**config.mk**
```make
export PLATFORM = sky130hd
export DESIGN_NAME = terrain_record_deframer
export DESIGN_NICKNAME = d
export VERILOG_FILES = /design/src/sv/terd_pkg.sv /design/src/sv/terd_front.sv /design/src/sv/terd_queue.sv /design/src/sv/terd_back.sv /design/src/sv/terrain_record_deframer.sv
export SDC_FILE = /design/constraint.sdc
export NUM_CORES = 1
export LEC_CHECK = 0
export BUFFER_PORTS_ARGS = -buffer_cell sky130_fd_sc_hd__buf_4
export CORE_AREA = 3 3 187 189
export DETAILED_ROUTE_END_ITERATION = 7
export DIE_AREA = 0 0 190 192
export GPL_TIMING_DRIVEN = 1
export PLACE_DENSITY = 0.8
export SLEW_MARGIN = 20
export SYNTH_ARGS = -nofsm -noshare
export SYNTH_HDL_FRONTEND = slang
export SYNTH_SLANG_ARGS = --single-unit
```
**constraint.sdc**
```tcl
create_clock -name clk_i -period 7.4 [get_ports clk_i]
set_clock_uncertainty 0.1 [all_clocks]
set_input_delay 0.37 -clock clk_i [delete_from_list [all_inputs] [get_ports clk_i]]
set_output_delay 0.37 -clock clk_i [all_outputs]
set_load 0.05 [all_outputs]
```
**src/sv/terd_pkg.sv**
```systemverilog
// shared types and constants of the terrain record deframer
package terd_pkg;

  // result kinds as they appear on the output tuser
  typedef enum logic [1:0] {
    KIND_HEADER = 2'd0,
    KIND_ELEV   = 2'd1,
    KIND_STATUS = 2'd2
  } kind_e;

  // record status codes
  typedef enum logic [1:0] {
    ST_OK           = 2'd0,
    ST_BAD_SENTINEL = 2'd1,
    ST_BAD_SUM      = 2'd2
  } status_e;

  localparam int unsigned POS_W     = 13;
  localparam int unsigned PTS_W     = 12;
  localparam int unsigned SUM_W     = 32;
  localparam int unsigned HDR_W     = 56;
  localparam int unsigned OUT_DATA_W = 88;

  localparam logic [POS_W-1:0] HDR_BYTES    = 13'd8;
  localparam logic [POS_W-1:0] HDR_LAST_POS = 13'd7;
  localparam logic [POS_W-1:0] SUM_LAST_OFF = 13'd3;
  localparam logic [7:0]       SENTINEL     = 8'hAA;
  localparam logic [PTS_W-1:0] PTS_RESET    = 12'd1201;

  // queue between the front and the back
  localparam int unsigned QDEPTH = 4;
  localparam int unsigned QPTR_W = 2;
  localparam int unsigned QCNT_W = 3;

  // one classified result on its way to the back
  // header:    payload = {block, lon, lat}
  // elevation: payload = {zeros, index, raw sign-magnitude pair}
  // status:    payload = {zeros, status}
  typedef struct packed {
    kind_e             kind;
    logic [HDR_W-1:0]  payload;
  } token_t;

endpackage

```
**src/sv/terd_front.sv**
```systemverilog
// front end: takes record bytes, tracks the record layout and builds result tokens
module terd_front #(
  parameter int unsigned MaxPoints = 3601
) (
  input  logic                         clk_i,
  input  logic                         rst_ni,
  input  logic [terd_pkg::PTS_W-1:0]   points_i,
  input  logic                         in_valid_i,
  output logic                         in_ready_o,
  input  logic [7:0]                   in_byte_i,
  input  logic                         full_i,
  output logic                         push_o,
  output terd_pkg::token_t             token_o
);

  localparam logic [terd_pkg::PTS_W-1:0] MAX_PTS = terd_pkg::PTS_W'(MaxPoints);

  logic [terd_pkg::POS_W-1:0] pos_q, pos_d;
  logic [terd_pkg::SUM_W-1:0] sum_q, sum_d;
  logic [terd_pkg::SUM_W-1:0] rx_q, rx_d;
  logic                       sb_q, sb_d;
  logic [7:0]                 hold_q, hold_d;
  logic [terd_pkg::HDR_W-1:0] hdr_q, hdr_d;

  logic                       accept;
  logic [terd_pkg::PTS_W-1:0] eff_pts;
  logic [terd_pkg::POS_W-1:0] cpos;
  logic [terd_pkg::POS_W-1:0] elev_off;
  logic [terd_pkg::POS_W-1:0] chk_off;
  logic [terd_pkg::SUM_W-1:0] rx_new;
  terd_pkg::status_e          st;

  assign in_ready_o = !full_i;
  assign accept     = in_valid_i && !full_i;

  // clamp the point count and find where the checksum starts
  always_comb begin
    if (points_i == '0) begin
      eff_pts = terd_pkg::PTS_W'(1);
    end else if (points_i > MAX_PTS) begin
      eff_pts = MAX_PTS;
    end else begin
      eff_pts = points_i;
    end
  end

  assign cpos     = terd_pkg::HDR_BYTES + {eff_pts, 1'b0};
  assign elev_off = pos_q - terd_pkg::HDR_BYTES;
  assign chk_off  = pos_q - cpos;
  assign rx_new   = {rx_q[terd_pkg::SUM_W-9:0], in_byte_i};

  // record verdict, a bad sentinel ahead of a checksum mismatch
  always_comb begin
    if (sb_q) begin
      st = terd_pkg::ST_BAD_SENTINEL;
    end else if (rx_new != sum_q) begin
      st = terd_pkg::ST_BAD_SUM;
    end else begin
      st = terd_pkg::ST_OK;
    end
  end

  // byte classification and state update
  always_comb begin
    pos_d   = pos_q;
    sum_d   = sum_q;
    rx_d    = rx_q;
    sb_d    = sb_q;
    hold_d  = hold_q;
    hdr_d   = hdr_q;
    push_o  = 1'b0;
    token_o.kind    = terd_pkg::KIND_HEADER;
    token_o.payload = '0;
    if (accept) begin
      if (pos_q < cpos) begin
        sum_d = sum_q + terd_pkg::SUM_W'(in_byte_i);
        if (pos_q == '0) begin
          sb_d  = (in_byte_i != terd_pkg::SENTINEL);
          pos_d = terd_pkg::POS_W'(1);
        end else if (pos_q < terd_pkg::HDR_BYTES) begin
          hdr_d = {hdr_q[terd_pkg::HDR_W-9:0], in_byte_i};
          pos_d = pos_q + 1'b1;
          if (pos_q == terd_pkg::HDR_LAST_POS && !sb_q) begin
            push_o          = 1'b1;
            token_o.kind    = terd_pkg::KIND_HEADER;
            token_o.payload = hdr_d;
          end
        end else begin
          pos_d = pos_q + 1'b1;
          if (!elev_off[0]) begin
            hold_d = in_byte_i;
          end else if (!sb_q) begin
            push_o          = 1'b1;
            token_o.kind    = terd_pkg::KIND_ELEV;
            token_o.payload = {28'd0, elev_off[terd_pkg::POS_W-1:1], hold_q, in_byte_i};
          end
        end
      end else begin
        if (chk_off >= terd_pkg::SUM_LAST_OFF) begin
          push_o          = 1'b1;
          token_o.kind    = terd_pkg::KIND_STATUS;
          token_o.payload = {54'd0, st};
          pos_d = '0;
          sum_d = '0;
          rx_d  = '0;
          sb_d  = 1'b0;
        end else begin
          rx_d  = rx_new;
          pos_d = pos_q + 1'b1;
        end
      end
    end
  end

  // control and running state
  always_ff @(posedge clk_i or negedge rst_ni) begin
    if (!rst_ni) begin
      pos_q <= '0;
      sum_q <= '0;
      rx_q  <= '0;
      sb_q  <= 1'b0;
    end else begin
      pos_q <= pos_d;
      sum_q <= sum_d;
      rx_q  <= rx_d;
      sb_q  <= sb_d;
    end
  end

  // header and elevation holding registers
  always_ff @(posedge clk_i) begin
    hold_q <= hold_d;
    hdr_q  <= hdr_d;
  end

  // a status token always closes the record
  a_status_closes: assert property (@(posedge clk_i) disable iff (!rst_ni)
    (push_o && token_o.kind == terd_pkg::KIND_STATUS) |=> (pos_q == '0))
    else $error("record position not cleared after status");

endmodule

```
**src/sv/terd_queue.sv**
```systemverilog
// short token queue between the front and the back
module terd_queue (
  input  logic             clk_i,
  input  logic             rst_ni,
  input  logic             push_i,
  input  terd_pkg::token_t token_i,
  output logic             full_o,
  input  logic             pop_i,
  output logic             valid_o,
  output terd_pkg::token_t token_o
);

  terd_pkg::token_t            mem_q [terd_pkg::QDEPTH];
  logic [terd_pkg::QPTR_W-1:0] wr_q, rd_q;
  logic [terd_pkg::QCNT_W-1:0] cnt_q;

  assign full_o  = (cnt_q == terd_pkg::QCNT_W'(terd_pkg::QDEPTH));
  assign valid_o = (cnt_q != '0);
  assign token_o = mem_q[rd_q];

  // entry storage
  always_ff @(posedge clk_i) begin
    if (push_i) begin
      mem_q[wr_q] <= token_i;
    end
  end

  // pointers and fill count
  always_ff @(posedge clk_i or negedge rst_ni) begin
    if (!rst_ni) begin
      wr_q  <= '0;
      rd_q  <= '0;
      cnt_q <= '0;
    end else begin
      if (push_i) begin
        wr_q <= wr_q + 1'b1;
      end
      if (pop_i) begin
        rd_q <= rd_q + 1'b1;
      end
      if (push_i && !pop_i) begin
        cnt_q <= cnt_q + 1'b1;
      end else if (pop_i && !push_i) begin
        cnt_q <= cnt_q - 1'b1;
      end
    end
  end

  a_no_overflow: assert property (@(posedge clk_i) disable iff (!rst_ni)
    cnt_q <= terd_pkg::QCNT_W'(terd_pkg::QDEPTH))
    else $error("queue count beyond depth");

  a_no_underflow: assert property (@(posedge clk_i) disable iff (!rst_ni)
    pop_i |-> (cnt_q != '0))
    else $error("pop from empty queue");

endmodule

```
**src/sv/terd_back.sv**
```systemverilog
// back end: decodes tokens into result beats and holds them in the output register
module terd_back (
  input  logic                              clk_i,
  input  logic                              rst_ni,
  input  logic                              q_valid_i,
  input  terd_pkg::token_t                  q_token_i,
  output logic                              q_pop_o,
  output logic                              m_axis_tvalid,
  input  logic                              m_axis_tready,
  output logic [terd_pkg::OUT_DATA_W-1:0]   m_axis_tdata,
  output logic [1:0]                        m_axis_tuser,
  output logic                              m_axis_tlast
);

  logic                                valid_q;
  terd_pkg::kind_e                     kind_q;
  logic [terd_pkg::OUT_DATA_W-1:0]     data_q;
  logic                                last_q;

  logic [23:0]                         block_nr;
  logic [15:0]                         lon, lat;
  logic [11:0]                         idx;
  logic [15:0]                         mag;
  logic signed [15:0]                  height;
  logic [1:0]                          status;
  logic [terd_pkg::OUT_DATA_W-1:0]     data_d;

  assign q_pop_o = q_valid_i && (!valid_q || m_axis_tready);

  // field decode, zero where the field does not belong to the kind
  always_comb begin
    block_nr = '0;
    lon      = '0;
    lat      = '0;
    idx      = '0;
    height   = '0;
    status   = '0;
    mag      = {1'b0, q_token_i.payload[14:0]};
    unique case (q_token_i.kind)
      terd_pkg::KIND_HEADER: begin
        block_nr = q_token_i.payload[55:32];
        lon      = q_token_i.payload[31:16];
        lat      = q_token_i.payload[15:0];
      end
      terd_pkg::KIND_ELEV: begin
        idx    = q_token_i.payload[27:16];
        height = q_token_i.payload[15] ? -$signed(mag) : $signed(mag);
      end
      terd_pkg::KIND_STATUS: begin
        status = q_token_i.payload[1:0];
      end
      default: begin
      end
    endcase
    data_d = {2'b00, status, height, idx, lat, lon, block_nr};
  end

  // output valid
  always_ff @(posedge clk_i or negedge rst_ni) begin
    if (!rst_ni) begin
      valid_q <= 1'b0;
    end else if (q_pop_o) begin
      valid_q <= 1'b1;
    end else if (m_axis_tready) begin
      valid_q <= 1'b0;
    end
  end

  // output payload
  always_ff @(posedge clk_i) begin
    if (q_pop_o) begin
      kind_q <= q_token_i.kind;
      data_q <= data_d;
      last_q <= (q_token_i.kind == terd_pkg::KIND_STATUS);
    end
  end

  assign m_axis_tvalid = valid_q;
  assign m_axis_tdata  = data_q;
  assign m_axis_tuser  = kind_q;
  assign m_axis_tlast  = last_q;

  a_last_on_status: assert property (@(posedge clk_i) disable iff (!rst_ni)
    m_axis_tvalid |-> (m_axis_tlast == (kind_q == terd_pkg::KIND_STATUS)))
    else $error("tlast does not match a status beat");

endmodule

```
**src/sv/terrain_record_deframer.sv**
```systemverilog
// top level of the terrain record deframer
// The block takes one record byte per cycle on the slave stream. If the first byte is the
// sentinel, it emits a header beat (tuser 0) after the eighth byte and an elevation beat
// (tuser 1) after the second byte of each point; a status beat (tuser 2, tlast high)
// follows the fourth checksum byte. A byte is classified and the running byte sum updated
// in the cycle it is taken; its result enters a four-entry queue at the edge that takes
// the byte and reaches the output register in queue order once that register is free, so
// the sustained rate is one byte per cycle and input stalls only when that queue is full.
// The point count register is written on the cfg channel, which is always ready, and
// should only change between records; zero acts as one and values above MAX_POINTS
// are clamped.
module terrain_record_deframer #(
  parameter int unsigned MAX_POINTS = 3601
) (
  input  logic                             clk_i,
  input  logic                             rst_ni,
  // config write channel: points_per_record
  input  logic                             cfg_valid_i,
  output logic                             cfg_ready_o,
  input  logic [terd_pkg::PTS_W-1:0]       cfg_data_i,
  // input stream
  input  logic                             s_axis_tvalid,
  output logic                             s_axis_tready,
  input  logic [7:0]                       s_axis_tdata,   // [7:0] in_byte
  // output stream
  output logic                             m_axis_tvalid,
  input  logic                             m_axis_tready,
  // [23:0] block_number, [39:24] lon_line, [55:40] lat_line, [67:56] point_index,
  // [83:68] height, [85:84] status, [87:86] zero
  output logic [terd_pkg::OUT_DATA_W-1:0]  m_axis_tdata,
  output logic [1:0]                       m_axis_tuser,   // [1:0] kind
  output logic                             m_axis_tlast    // last
);

  logic [terd_pkg::PTS_W-1:0] pts_q;
  logic                       push, full, pop, q_valid;
  terd_pkg::token_t           push_token, pop_token;

  assign cfg_ready_o = 1'b1;

  // point count register
  always_ff @(posedge clk_i or negedge rst_ni) begin
    if (!rst_ni) begin
      pts_q <= terd_pkg::PTS_RESET;
    end else if (cfg_valid_i) begin
      pts_q <= cfg_data_i;
    end
  end

  terd_front #(
    .MaxPoints (MAX_POINTS)
  ) u_front (
    .clk_i      (clk_i),
    .rst_ni     (rst_ni),
    .points_i   (pts_q),
    .in_valid_i (s_axis_tvalid),
    .in_ready_o (s_axis_tready),
    .in_byte_i  (s_axis_tdata),
    .full_i     (full),
    .push_o     (push),
    .token_o    (push_token)
  );

  terd_queue u_queue (
    .clk_i   (clk_i),
    .rst_ni  (rst_ni),
    .push_i  (push),
    .token_i (push_token),
    .full_o  (full),
    .pop_i   (pop),
    .valid_o (q_valid),
    .token_o (pop_token)
  );

  terd_back u_back (
    .clk_i         (clk_i),
    .rst_ni        (rst_ni),
    .q_valid_i     (q_valid),
    .q_token_i     (pop_token),
    .q_pop_o       (pop),
    .m_axis_tvalid (m_axis_tvalid),
    .m_axis_tready (m_axis_tready),
    .m_axis_tdata  (m_axis_tdata),
    .m_axis_tuser  (m_axis_tuser),
    .m_axis_tlast  (m_axis_tlast)
  );

endmodule
```
* Yosys cells after proc, flatten, opt, wreduce, memory -nomap -nowiden
Memories as Yosys holds them, arrays and structs flattened.
Cells that the tools add are included.
** Operators by class
- $add $sub $neg :: 10
- $lt $le $gt $ge :: 4
- Equality and inequality tests :: 7
- Multiplexer cells :: 36
- Bitwise gates (word level) :: 4
- Reductions and logical operators :: 24
** Operators by type and width (count)
- $mux W58 :: 6
- $mux W32 :: 2
- $mux W57 :: 1
- $mux W56 :: 1
- $mux W13 :: 3
- $add A32 B8 Y32 :: 1
- $ne A32 B32 Y1 :: 1
- $mux W12 :: 2
- $mux W24 :: 1
- $neg A15 Y16 :: 1
- $mux W1 :: 15
- $mux W15 :: 1
- $add A13 B1 Y13 const B :: 1
- $add A4 B13 Y13 const A :: 1
- $eq A13 B3 Y1 const B :: 1
- $ge A13 B2 Y1 const B :: 1
- $logic_not A13 Y1 :: 1
- $lt A13 B13 Y1 :: 1
- $lt A13 B4 Y1 const B :: 1
- $sub A13 B13 Y13 :: 1
- $sub A13 B4 Y13 const B :: 1
- $gt A12 B12 Y1 const B :: 1
- $logic_not A12 Y1 :: 1
- $ne A8 B8 Y1 const B :: 1
- 20 further kinds :: 38
** Storage, ports and cells
- Bits in registers :: 235
- RAM bits :: 232
- Bits of input ports :: 25
- Output and inout bits :: 94
- Memories :: 1
** Memory list
- u_queue.mem_q :: words 4, width 58, read ports 1, clocked after Yosys merged registers in 0, wr ports 1, line terd_queue.sv:13 : terd_pkg::token_t mem_q [terd_pkg::QDEPTH];

* Logic depth before layout (Yosys ltp)
Gate-level depths: netlist of run 1.
- Word-level depth :: 13
- Gate-level depth with buffers :: 24
- Gate-level depth less buffers :: 24

* Cells and area by module
From an unflattened synthesis of run 1, not the netlist that was laid out.
** Unflattened totals
- Cells, all modules :: 1323
- Area, all modules :: 20324.5 sq um
** By module, submodules not included
- terd_queue :: instances 1, cells each 338, area each 8836.0 sq um, seq. area each 7141.8 sq um
- terd_front :: instances 1, cells each 717, area each 7353.3 sq um, seq. area each 3433.3 sq um
- terd_back :: instances 1, cells each 241, area each 3633.5 sq um, seq. area each 2697.6 sq um
- terrain_record_deframer :: instances 1, cells each 27, area each 501.7 sq um, seq. area each 306.5 sq um

* Worst setup path before layout of run 1
No wires, ideal clock.
- Kind :: flip-flop to flip-flop
- Start :: register pts_q[8] in the netlist's numbering
- End :: memory u_queue.mem_q[0][0] in the netlist's numbering (enable)
- Arrival :: 6.170 ns
- Slack :: 0.649 ns
- Cell stages (with the launch flop) :: 18
- Period minus slack after synthesis :: 6.751 ns
- Cells stage by stage :: dfrtp_1 > nor4_1 > a21o_1 > and2_1 > ha_1 > and3_1 > nand3_1 > xnor2_1 > nand2_1 > ha_1 > nand2_1 > o21ai_1 > a211oi_1 > o21ai_0 > nand2_1 > a31oi_2 > nor2_2 > nor2b_1
** Between the ends
- Longest elaborated chain between the ends :: 11
** Ends and longest elaborated chain
- start: declaration :: line terrain_record_deframer.sv:35 : logic [terd_pkg::PTS_W-1:0] pts_q;
- start signal: assignment :: line terrain_record_deframer.sv:44 : pts_q <= terd_pkg::PTS_RESET;
- start signal: assignment :: line terrain_record_deframer.sv:46 : pts_q <= cfg_data_i;
- $gt A12 B12 Y1 :: line terd_front.sv:40 : end else if (points_i > MAX_PTS) begin
- $mux W12 :: line terd_front.sv:40
- $mux W12 (*) :: line terd_front.sv:38 : if (points_i == '0) begin
- $add A4 B13 Y13 (*) :: line terd_front.sv:47 : assign cpos = terd_pkg::HDR_BYTES + {eff_pts, 1'b0};
- $sub A13 B13 Y13 :: line terd_front.sv:49 : assign chk_off = pos_q - cpos;
- $ge A13 B2 Y1 :: line terd_front.sv:99 : if (chk_off >= terd_pkg::SUM_LAST_OFF) begin
- $mux W1 :: line terd_front.sv:99
- $mux W1 (*) :: line terd_front.sv:75 : if (pos_q < cpos) begin
- $mux W1 (*) :: line terd_front.sv:74 : if (accept) begin
- $mux W1 (*) :: line terd_queue.sv:23 : if (push_i) begin
- $mux W1 (implied by the code) (*) :: line terd_queue.sv:24 : mem_q[wr_q] <= token_i;
- end: declaration :: line terd_queue.sv:13
Every way passes the cells marked *; elsewhere a longest branch is shown, timed or not.

* Worst setup path in the final report of run 1
- Start :: register pts_q[8] in the netlist's numbering
- End :: register u_queue.cnt_q[2] in the netlist's numbering
** Between the ends
- Longest elaborated chain between the ends :: 12
** Ends and longest elaborated chain
- $gt A12 B12 Y1 :: line terd_front.sv:40
- $mux W12 :: line terd_front.sv:40
- $mux W12 (*) :: line terd_front.sv:38
- $add A4 B13 Y13 (*) :: line terd_front.sv:47
- $sub A13 B13 Y13 :: line terd_front.sv:49
- $ge A13 B2 Y1 :: line terd_front.sv:99
- $mux W1 :: line terd_front.sv:99
- $mux W1 (*) :: line terd_front.sv:75
- $mux W1 (*) :: line terd_front.sv:74
- named net push :: line terrain_record_deframer.sv:36 : logic push, full, pop, q_valid;
- $logic_not A1 Y1 :: line terd_queue.sv:43 : end else if (pop_i && !push_i) begin
- $logic_and A1 B1 Y1 :: line terd_queue.sv:43
- $reduce_bool A2 Y1 (no source line)
- end signal: assignment :: line terd_queue.sv:42 : cnt_q <= cnt_q + 1'b1;
- end signal: assignment :: line terd_queue.sv:44 : cnt_q <= cnt_q - 1'b1;
- end: declaration :: line terd_queue.sv:15 : logic [terd_pkg::QCNT_W-1:0] cnt_q;
Mark *: on every way through the listed nets, which the timed path passes. The rest lies on a longest branch.
A chain may end at the register's enable or synchronous reset.

==> impl_metrics.py, run 1 <==
metrics = {
    "pwr": {
        "power.density_nw_per_um2": 405,
        "leakage_nw": 8.70,
        "vdd_drop_max_mv": 0.246,
    },
    "route": {
        "routed.top_layer": "met4",
        "route.met3.wl_um": 2350,
        "drc": 0,
        "via_per_inst": 5.98,
        "first_pass_iters": 5,
        "met1_length_um": 16700,
        "antenna_left": 0,
        "wl_met2_um": 21300,
        "wirelength_um": 41500,
        "wire_per_inst_um": 21.2,
        "drt_iter0_drc": 944,
        "vias": 11719,
    },
    "sta": {
        "slew_viol_final": 0,
        "finalSetupViolations": 0,
        "fin_setup_tns_ns": 0,
        "whs_ns": 0.0202,
        "fin_crit_ns": 6.32,
        "rsz0062_at_grt": "no",
        "relSlewSlack_pct": 36.4,
        "fin_crit_sh_pct": 85.4,
        "hold_viol_final": 0,
        "max_freq_mhz": 158,
        "tightest_slew_ns": 0.954,
    },
    "clocking": {
        "root_buffer": "clkbuf_16",
        "cts.sinks": 467,
        "htreeDepth": 2,
        "cts_inserted_buffers": 45,
        "tritoncts": "built",
        "clk_latency_ns": 0.57,
        "clockBufferDepth": 3,
        "clk_pin_slew_ns": 0.07,
    },
    "floorplan": {
        "die_w_um": 190,
        "die_y_um": 192,
        "start_util_pct": 59.8,
        "die_area_um2": 36500,
        "io_pins": 119,
        "coreArea_um2": 33400,
        "row_count": 67,
    },
    "worst_setup_path": {
        "worstReg2RegStart": "pts_q[8]",
        "worstSetupStartpointType": "flop",
        "endpoint": "u_queue.cnt_q[2]",
        "slowest_stage": "a31oi_2",
        "cpPeakStageDelay_ns": 0.71,
        "timing.critical_path.cells": "nor4_1 -> a21o_1 -> and2_1 -> ha_1 -> and3_1 -> nand3_1 -> xnor2_1 -> nand2_1 -> ha_1 -> and3_1 -> and3_1 -> o2111ai_1 -> o21ai_1 -> buf_4 -> nand2_1 -> a31oi_2 -> nor2_2 -> inv_1 -> ha_1 -> inv_1 -> fa_1 -> xor2_1 -> nor2_1 -> xor2_1",
        "critPathCaptureType": "flop",
        "cp-startpoint": "pts_q[8]",
        "path_class": "flop to flop",
        "crit_fanout": 25,
        "required_ns": 7.77,
        "reg2reg_depth": 24,
        "reg2reg_to": "u_queue.cnt_q[2]",
        "cp_data_arrival_time_ns": 6.68,
        "reg2reg_slack_ns": 1.08,
    },
    "logic_synthesis": {
        "synth.most_common_cell": "edfxtp_1",
        "ys_async_sr_fraction_pct": 19.3,
        "yosys_warnings": 0,
        "syn-cell-area_um2": 20000,
        "ys_seq_area_share_pct": 67.9,
        "yosys-top-cells-area": "edfxtp_1, dfrtp_1, mux4_2",
        "synth_cells": 1333,
        "synth_top_cells_by_count": "edfxtp_1, nand2_1, and2_1",
        "synth-edff-count": 377,
        "synth_top_area_share_pct": 56.6,
        "synth_flop_cell": "edfxtp_1",
        "syn_area_per_cell_um2": 15.0,
        "ys_types": 75,
        "yosys.area.top_type": "edfxtp_1",
        "ys_ff_latch": 467,
    },
    "final_layout": {
        "synthToLayoutAreaGrowth_pct": 15.6,
        "fin_util_pct": 69.1,
        "layout-drive-gt1-share_pct": 20.8,
        "fin_nets": 1534,
        "layout.cells.non_filler": 1960,
        "n_antenna_cell": 0,
    },
    "job": {
        "maxCapViolations": 0,
    },
    "global_routing": {
        "grt_pass1_vias": 11927,
        "grt.overflow.total": 0,
        "grt_max_degree": 64,
        "antenna_found_initial": 0,
        "track_usage_pct": 22.9,
        "grt_pass1_wl_um": 65300,
    },
    "place": {
        "dp.final_hpwl_um": 25200,
        "post-place-cells": 1856,
        "io_buffers": 115,
        "place_congestion": 0.865,
    },
    "status": {
        "outcome": "complete, no violations",
    },
    "min_path": {
        "hold_path.class": "input pin to flop",
    },
}
-- logic make-up after synthesis --
group / count (synthesis) / synth area share, %
flip-flops: 467 / 67.9
AND/OR/NAND/NOR: 416 / 11.0
AO/OA/AOI/OAI: 171 / 5.82
buffers and inverters: 85 / 1.82
multiplexers: 82 / 7.81
XOR/XNOR: 76 / 3.33
adder cells (fa/ha/maj): 34 / 2.24
other: 2 / 0.0376
-- how the worst min path moves through the flow --
stage / depth (start not counted) / from / slack (ns) / endpoint
4_1_cts: 1 / s_axis_tdata[5] / 0.01 / u_front.hdr_q[5]
3_3_place_gp: 0 / u_front.hdr_q[20] / 0.32 / u_front.hdr_q[28]
6_report: 1 / s_axis_tdata[5] / 0.02 / u_front.hdr_q[5]
3_5_place_dp: 0 / u_front.hdr_q[22] / 0.33 / u_front.hdr_q[30]
2_1_floorplan: 0 / rst_ni / -0.03 / pts_q[11]
5_1_grt: 1 / s_axis_tdata[6] / 0.006 / u_front.hdr_q[6]
-- metrics by stage --
stage / cell area (um2) / setup WS (ns) / power (W)
6_report: 23100 / 1.08 / 0.00935
5_1_grt: 23100 / 0.560 / 0.00976
4_1_cts: 23100 / 1.13 / 0.00940
3_5_place_dp: 21400 / 1.17 / 0.00701
3_3_place_gp: 21400 / 1.37 / 0.00694
2_1_floorplan: 20000 / 0.649 / 0.00613
-- report_power, final --
part | switching (W) | total, W | internal (W) | leakage (nW)
Clock | 0.000996 | 0.00235 | 0.00135 | 0.747
Combinational | 0.00211 | 0.00328 | 0.00117 | 3.26
Sequential | 0.000276 | 0.00373 | 0.00345 | 4.69
-- layer usage --
metal	global-route usage, %	up-vias
li1	-	5291
met1	30.2	5922
met2	39.7	423
met3	3.18	83
met4	7.68	0
met5	0	-
-- flip-flops by register name, indices dropped and copies added, names as in the netlist, 2 cells and up --
signal and count:
u_queue.cnt_q 3, u_front.rx_q 24, u_back.m_axis_tdata 86, u_queue.mem_q 232, u_back.m_axis_tuser 2, u_queue.wr_q 2
pts_q 12, u_front.hdr_q 48, u_queue.rd_q 2, u_front.hold_q 8, u_front.sum_q 32, u_front.pos_q 13
-- cells in the final DEF (no fill, tap or decap), types with 5 or more instances in the layout --
master	instances
ha_1	31
bufinv_16	6
nand3_1	41
nand4_1	14
mux2_2	14
nand2_1	102
dfrtp_1	83
o21ai_0	37
mux4_2	55
a31oi_1	18
dfstp_2	5
inv_1	23
dlygate4sd3_1	20
and2_1	92
nand2b_1	10
a22o_1	21
buf_4	135
clkinv_2	14
mux2i_1	10
nor2_1	52
clkbuf_16	45
a21o_1	16
o2bb2ai_1	8
xor2_1	34
or2_2	6
nor3_1	22
nor2b_1	14
and3_1	12
or3_1	8
clkinv_1	7
xnor2_1	42
nor4_1	9
a21oi_1	27
edfxtp_1	377
clkinvlp_4	5
-- final cells by class --
type / instances / area, um2
flip-flops and latches: 467 / 13600
fillers: 2130 / 10300
multi-input cells: 782 / 6110
repair buffers: 155 / 1210
clock buffers: 48 / 1150
well taps: 448 / 561
clock inverters: 36 / 392
inverters: 24 / 90.1
-- worst max-delay path, delay by kind of cell (launching register included) --
family          cells  cell delay (ns)
xor+xnor            3             0.50
fa+ha+maj           4             1.17
compound gates      4             1.21
flops               1             0.41
simple gates       10             2.38
buf+inv             3             0.46
-- timing repair --
action | CTS | global route
resized for setup | 0 | 0
setup buffers | 0 | 0
endpoints found under the setup margin | 0 | 0
hold buffers | 20 | 0
endpoints found under the hold margin | 70 | 0
Power figures use the tool's default switching activity.
==> inputs of run 2 (changes only) <==
CORE_AREA = 3 3 195 197   (was 3 3 187 189)
DIE_AREA = 0 0 198 200   (was 0 0 190 192)
PLACE_DENSITY = 0.75   (was 0.8)
==> impl_metrics.py, run 2 (same netlist as run 1, synthesis figures left out) <==
metrics = {
    "place": {
        "dp.final_hpwl_um": 25500,
        "io_buffers": 115,
        "post-place-cells": 1872,
        "place_congestion": 0.885,
    },
    "worst_setup_path": {
        "worstReg2RegStart": "pts_q[8]",
        "crit_fanout": 25,
        "reg2reg_depth": 24,
        "path_class": "flop to flop",
        "worstSetupStartpointType": "flop",
        "critPathCaptureType": "flop",
        "reg2reg_to": "u_queue.cnt_q[2]",
        "required_ns": 7.80,
        "reg2reg_slack_ns": 1.16,
        "cp_data_arrival_time_ns": 6.64,
    },
    "global_routing": {
        "grt.overflow.total": 0,
        "antenna_found_initial": 0,
        "track_usage_pct": 20.7,
        "grt_max_degree": 56,
        "grt_pass1_vias": 11642,
        "grt_pass1_wl_um": 63800,
    },
    "status": {
        "outcome": "complete, no violations",
    },
    "sta": {
        "finalSetupViolations": 0,
        "slew_viol_final": 0,
        "fin_crit_sh_pct": 84.3,
        "fin_crit_ns": 6.24,
        "tightest_slew_ns": 0.992,
        "whs_ns": 0.0829,
        "hold_viol_final": 0,
        "max_freq_mhz": 160,
        "rsz0062_at_grt": "no",
        "relSlewSlack_pct": 33.4,
        "fin_setup_tns_ns": 0,
    },
    "final_layout": {
        "synthToLayoutAreaGrowth_pct": 15.7,
        "layout.cells.non_filler": 1977,
        "largest_reg_flops": 232,
        "fillers": 2576,
        "final_common_cell": "edfxtp_1",
        "fin_util_pct": 63.5,
        "n_antenna_cell": 0,
        "regMostFlops": "u_queue.mem_q",
        "fin_nets": 1533,
        "layout-drive-gt1-share_pct": 20.1,
        "layout_common_cells": "edfxtp_1, buf_4, nand2_1",
    },
    "job": {
        "maxCapViolations": 0,
    },
    "floorplan": {
        "coreArea_um2": 36400,
        "start_util_pct": 54.9,
        "io_pins": 119,
        "die_area_um2": 39600,
        "row_count": 70,
        "die_y_um": 200,
        "die_w_um": 198,
    },
    "pwr": {
        "vdd_drop_max_mv": 0.187,
        "power.density_nw_per_um2": 402,
        "leakage_nw": 8.67,
    },
    "route": {
        "via_per_inst": 5.82,
        "first_pass_iters": 5,
        "wirelength_um": 40300,
        "vias": 11502,
        "antenna_left": 0,
        "drt_iter0_drc": 893,
        "drc": 0,
        "wire_per_inst_um": 20.4,
    },
    "clocking": {
        "cts_resized": 0,
        "cts.sinks": 467,
        "htreeDepth": 2,
        "clk_pin_slew_ns": 0.06,
        "tritoncts": "built",
        "cts_inserted_buffers": 46,
        "clk_latency_ns": 0.57,
        "clockBufferDepth": 3,
        "root_buffer": "clkbuf_16",
    },
    "min_path": {
        "holdCritStartpoint": "cfg_valid_i",
        "min_to": "pts_q[1]",
        "hold_path.class": "input pin to flop",
        "hold_path_depth": 2,
    },
}
## run 2: layer usage
metal / GRT usage (%) / share of wire, % / vias to the layer above
met5: 0 / 0 / -
met4: 6.24 / 2.2 / 0
met3: 2.65 / 4.4 / 66
met2: 36.3 / 51 / 352
met1: 27.5 / 42 / 5777
li1: - / - / 5307
## run 2: report_power, final
group | internal [W] | leakage (nW) | switching (W)
Sequential | 0.00345 | 4.69 | 0.000310
Combinational | 0.00117 | 3.25 | 0.00206
Clock | 0.00134 | 0.722 | 0.000966
## run 2: worst max-delay path, cell delays in order (launching register included)
cell and delay, ns:
dfrtp_1 0.41, nor4_1 0.45, a21o_1 0.25, and2_1 0.17
ha_1 0.18, and3_1 0.23, nand3_1 0.11, xnor2_1 0.15
nand2_1 0.08, ha_1 0.40, and3_1 0.23, and3_1 0.17
o2111ai_1 0.14, o21ai_1 0.11, buf_4 0.28, nand2_1 0.55
a31oi_2 0.74, nor2_2 0.27, inv_1 0.11, ha_1 0.18
inv_1 0.06, fa_1 0.37, xor2_1 0.17, nor2_1 0.11
xor2_1 0.15
## run 2: how the worst max path moves through the flow
stage	from	to	slack, ns	depth (start not counted)
2_1_floorplan	pts_q[8]	u_queue.mem_q[0][0]	0.65	17
3_3_place_gp	pts_q[8]	u_queue.cnt_q[2]	1.34	24
3_5_place_dp	pts_q[8]	u_queue.cnt_q[2]	1.19	24
4_1_cts	pts_q[8]	u_queue.cnt_q[2]	1.17	24
5_1_grt	pts_q[8]	u_queue.cnt_q[2]	0.53	24
6_report	pts_q[8]	u_queue.cnt_q[2]	1.16	24
## run 2: cell type report
cell class | count | area [um2] | area share (%)
Sequential cell | 467 | 13600 | 58.8
Multi-Input combinational cell | 782 | 6110 | 26.4
Timing Repair Buffer | 153 | 1250 | 5.42
Clock buffer | 52 | 1190 | 5.17
Tap cell | 468 | 586 | 2.53
Clock inverter | 31 | 302 | 1.30
Inverter | 24 | 90.1 | 0.390
## run 2: what timing repair did
action | in CTS | in global routing
endpoints found under the hold margin | 73 | 0
hold buffers | 22 | 0
setup buffers | 0 | 0
## run 2: through the flow
step / setup slack, ns / area [um2] / total power (W)
finish: 1.16 / 23100 / 0.00930
global route: 0.528 / 23100 / 0.00974
CTS: 1.17 / 23100 / 0.00938
detailed placement: 1.19 / 21400 / 0.00705
global placement: 1.34 / 21400 / 0.00698
floorplan: 0.649 / 20000 / 0.00613
==> inputs of run 3 (changes only) <==
clock period = 5.94 ns   (was 7.4 ns; I/O delays follow)
==> impl_metrics.py, run 3 (same netlist as run 1, synthesis figures left out) <==
metrics = {
    "place": {
        "dp.final_hpwl_um": 25900,
        "place_area_um2": 21500,
        "place_congestion": 0.880,
        "io_buffers": 115,
        "dp_slack_ns": 0.323,
    },
    "sta": {
        "fin_setup_tns_ns": 0,
        "fin_crit_ns": 5.39,
        "relSlewSlack_pct": 41.2,
        "hold_viol_final": 0,
        "fin_crit_sh_pct": 90.8,
        "whs_ns": 0.165,
        "tightest_slew_ns": 0.880,
        "rsz0062_at_grt": "no",
        "slew_viol_final": 0,
        "finalSetupViolations": 0,
        "max_freq_mhz": 185,
        "worst_slack_ns": 0.546,
    },
    "clocking": {
        "tritoncts": "built",
        "cts.sinks": 467,
        "cts_inserted_buffers": 46,
        "htreeDepth": 2,
        "post_cts_buffers": 0,
        "clk_pin_slew_ns": 0.07,
        "clockBufferDepth": 3,
        "root_buffer": "clkbuf_16",
        "clk_latency_ns": 0.58,
    },
    "final_layout": {
        "layout_common_cells": "edfxtp_1, buf_4, nand2_1",
        "regMostFlops": "u_queue.mem_q",
        "fin_nets": 1553,
        "postLayoutCellArea_um2": 23300,
        "fillers": 2621,
        "synthToLayoutAreaGrowth_pct": 16.5,
        "final_common_cell": "edfxtp_1",
        "register_area_um2": 13600,
        "multi_input_area_um2": 6120,
        "n_antenna_cell": 0,
        "layout-drive-gt1-share_pct": 20.3,
        "fin_util_pct": 63.9,
        "largest_reg_flops": 232,
    },
    "worst_setup_path": {
        "path_buf_inv": 2,
        "cpPeakStageDelay_ns": 0.43,
        "reg2reg_depth": 22,
        "path_class": "flop to flop",
        "reg2reg_slack_ns": 0.55,
        "timing.critical_path.cells": "nor4_2 -> a21o_1 -> and2_1 -> ha_1 -> and3_1 -> xnor2_1 -> or2_2 -> ha_1 -> a21oi_1 -> o21ai_1 -> a211oi_1 -> o21a_1 -> nand4b_1 -> nor2_4 -> nor2_4 -> inv_1 -> ha_1 -> inv_1 -> fa_1 -> xor2_1 -> nor2_1 -> xor2_1",
        "worstSetupStartpointType": "flop",
        "cp_common_cell": "ha_1",
        "cp_num_cells": 22,
        "crit_fanout": 9,
        "critPathCaptureType": "flop",
        "slowest_stage": "dfrtp_1",
        "crit_family": "simple AND/OR/NAND/NOR gates",
        "cp_data_arrival_time_ns": 5.79,
        "required_ns": 6.34,
    },
    "job": {
        "maxCapViolations": 0,
    },
    "floorplan": {
        "row_count": 70,
        "io_pins": 119,
        "start_util_pct": 54.9,
        "die_w_um": 198,
        "coreArea_um2": 36400,
        "die_y_um": 200,
        "die_area_um2": 39600,
    },
    "global_routing": {
        "grt_max_degree": 60,
        "antenna_found_initial": 0,
        "grt_pass1_vias": 11870,
        "grt.overflow.total": 0,
        "track_usage_pct": 20.9,
        "grt_pass1_wl_um": 64800,
    },
    "route": {
        "first_pass_iters": 5,
        "wire_per_inst_um": 20.4,
        "drc": 0,
        "wirelength_um": 40800,
        "drt_iter0_drc": 872,
        "vias": 11582,
        "antenna_left": 0,
        "via_per_inst": 5.80,
    },
    "min_path": {
        "hold_path.class": "input pin to asynchronous set/reset pin",
    },
    "pwr": {
        "leakage_nw": 8.77,
        "power.density_nw_per_um2": 496,
        "vdd_drop_max_mv": 0.290,
    },
    "status": {
        "outcome": "complete, no violations",
    },
}
run 3: final timing paths:
check                             startpoint                 to
max                                 pts_q[8]   u_queue.cnt_q[2]
min                                   rst_ni   u_front.rx_q[12]
max reg2reg                         pts_q[8]   u_queue.cnt_q[2]
min reg2reg                u_front.hdr_q[21]  u_front.hdr_q[29]
max in group asynchronous             rst_ni   u_front.rx_q[21]
min in group clk_i         u_front.hdr_q[21]  u_front.hdr_q[29]
run 3: area by class of cell:
type / count / area share [%]
inverters: 24 / 0.387
well taps: 468 / 2.51
clock inverters: 25 / 1.07
multi-input cells: 782 / 26.3
flip-flops and latches: 467 / 58.3
clock buffers: 59 / 5.24
repair buffers: 173 / 6.16
run 3: worst reg2reg max path, delay by kind of cell, from the launching register on:
kind | cells | cell delay [ns]
adders and majority gates | 4 | 0.95
AOI/OAI and AO/OA | 5 | 1.36
DFF | 1 | 0.43
and+or+nand+nor | 8 | 1.94
xor gates and xnor gates | 3 | 0.39
buffers and inverters | 2 | 0.14
run 3: power by group:
group	leakage, nW	internal (W)	switching [W]
Combinational	3.35	0.00148	0.00260
Clock	0.726	0.00163	0.00119
Sequential	4.69	0.00430	0.000349
Total	8.77	0.00741	0.00414
run 3: timing repair:
action                                 4_1_cts  5_1_grt
endpoints found under the hold margin       79        0
setup endpoints to repair                    0        2
hold buffers                                34        0
gates resized for setup                      0        3
run 3: per-stage QoR:
step           cells  power [W]
5_1_grt         1998     0.0121
3_5_place_dp    1880    0.00880
4_1_cts         1998     0.0117
2_1_floorplan   1334    0.00763
6_report        1998     0.0115
3_3_place_gp    1880    0.00872
run 3: routing by layer:
layer	vias up	share of wire, %	track usage (%)	wire (um)
li1	5343	-	-	-
met1	5843	41	27.5	16900
met2	331	52	36.5	21100
met3	65	4.5	3.37	1850
met4	0	2.4	6.34	958
met5	-	0	0	0
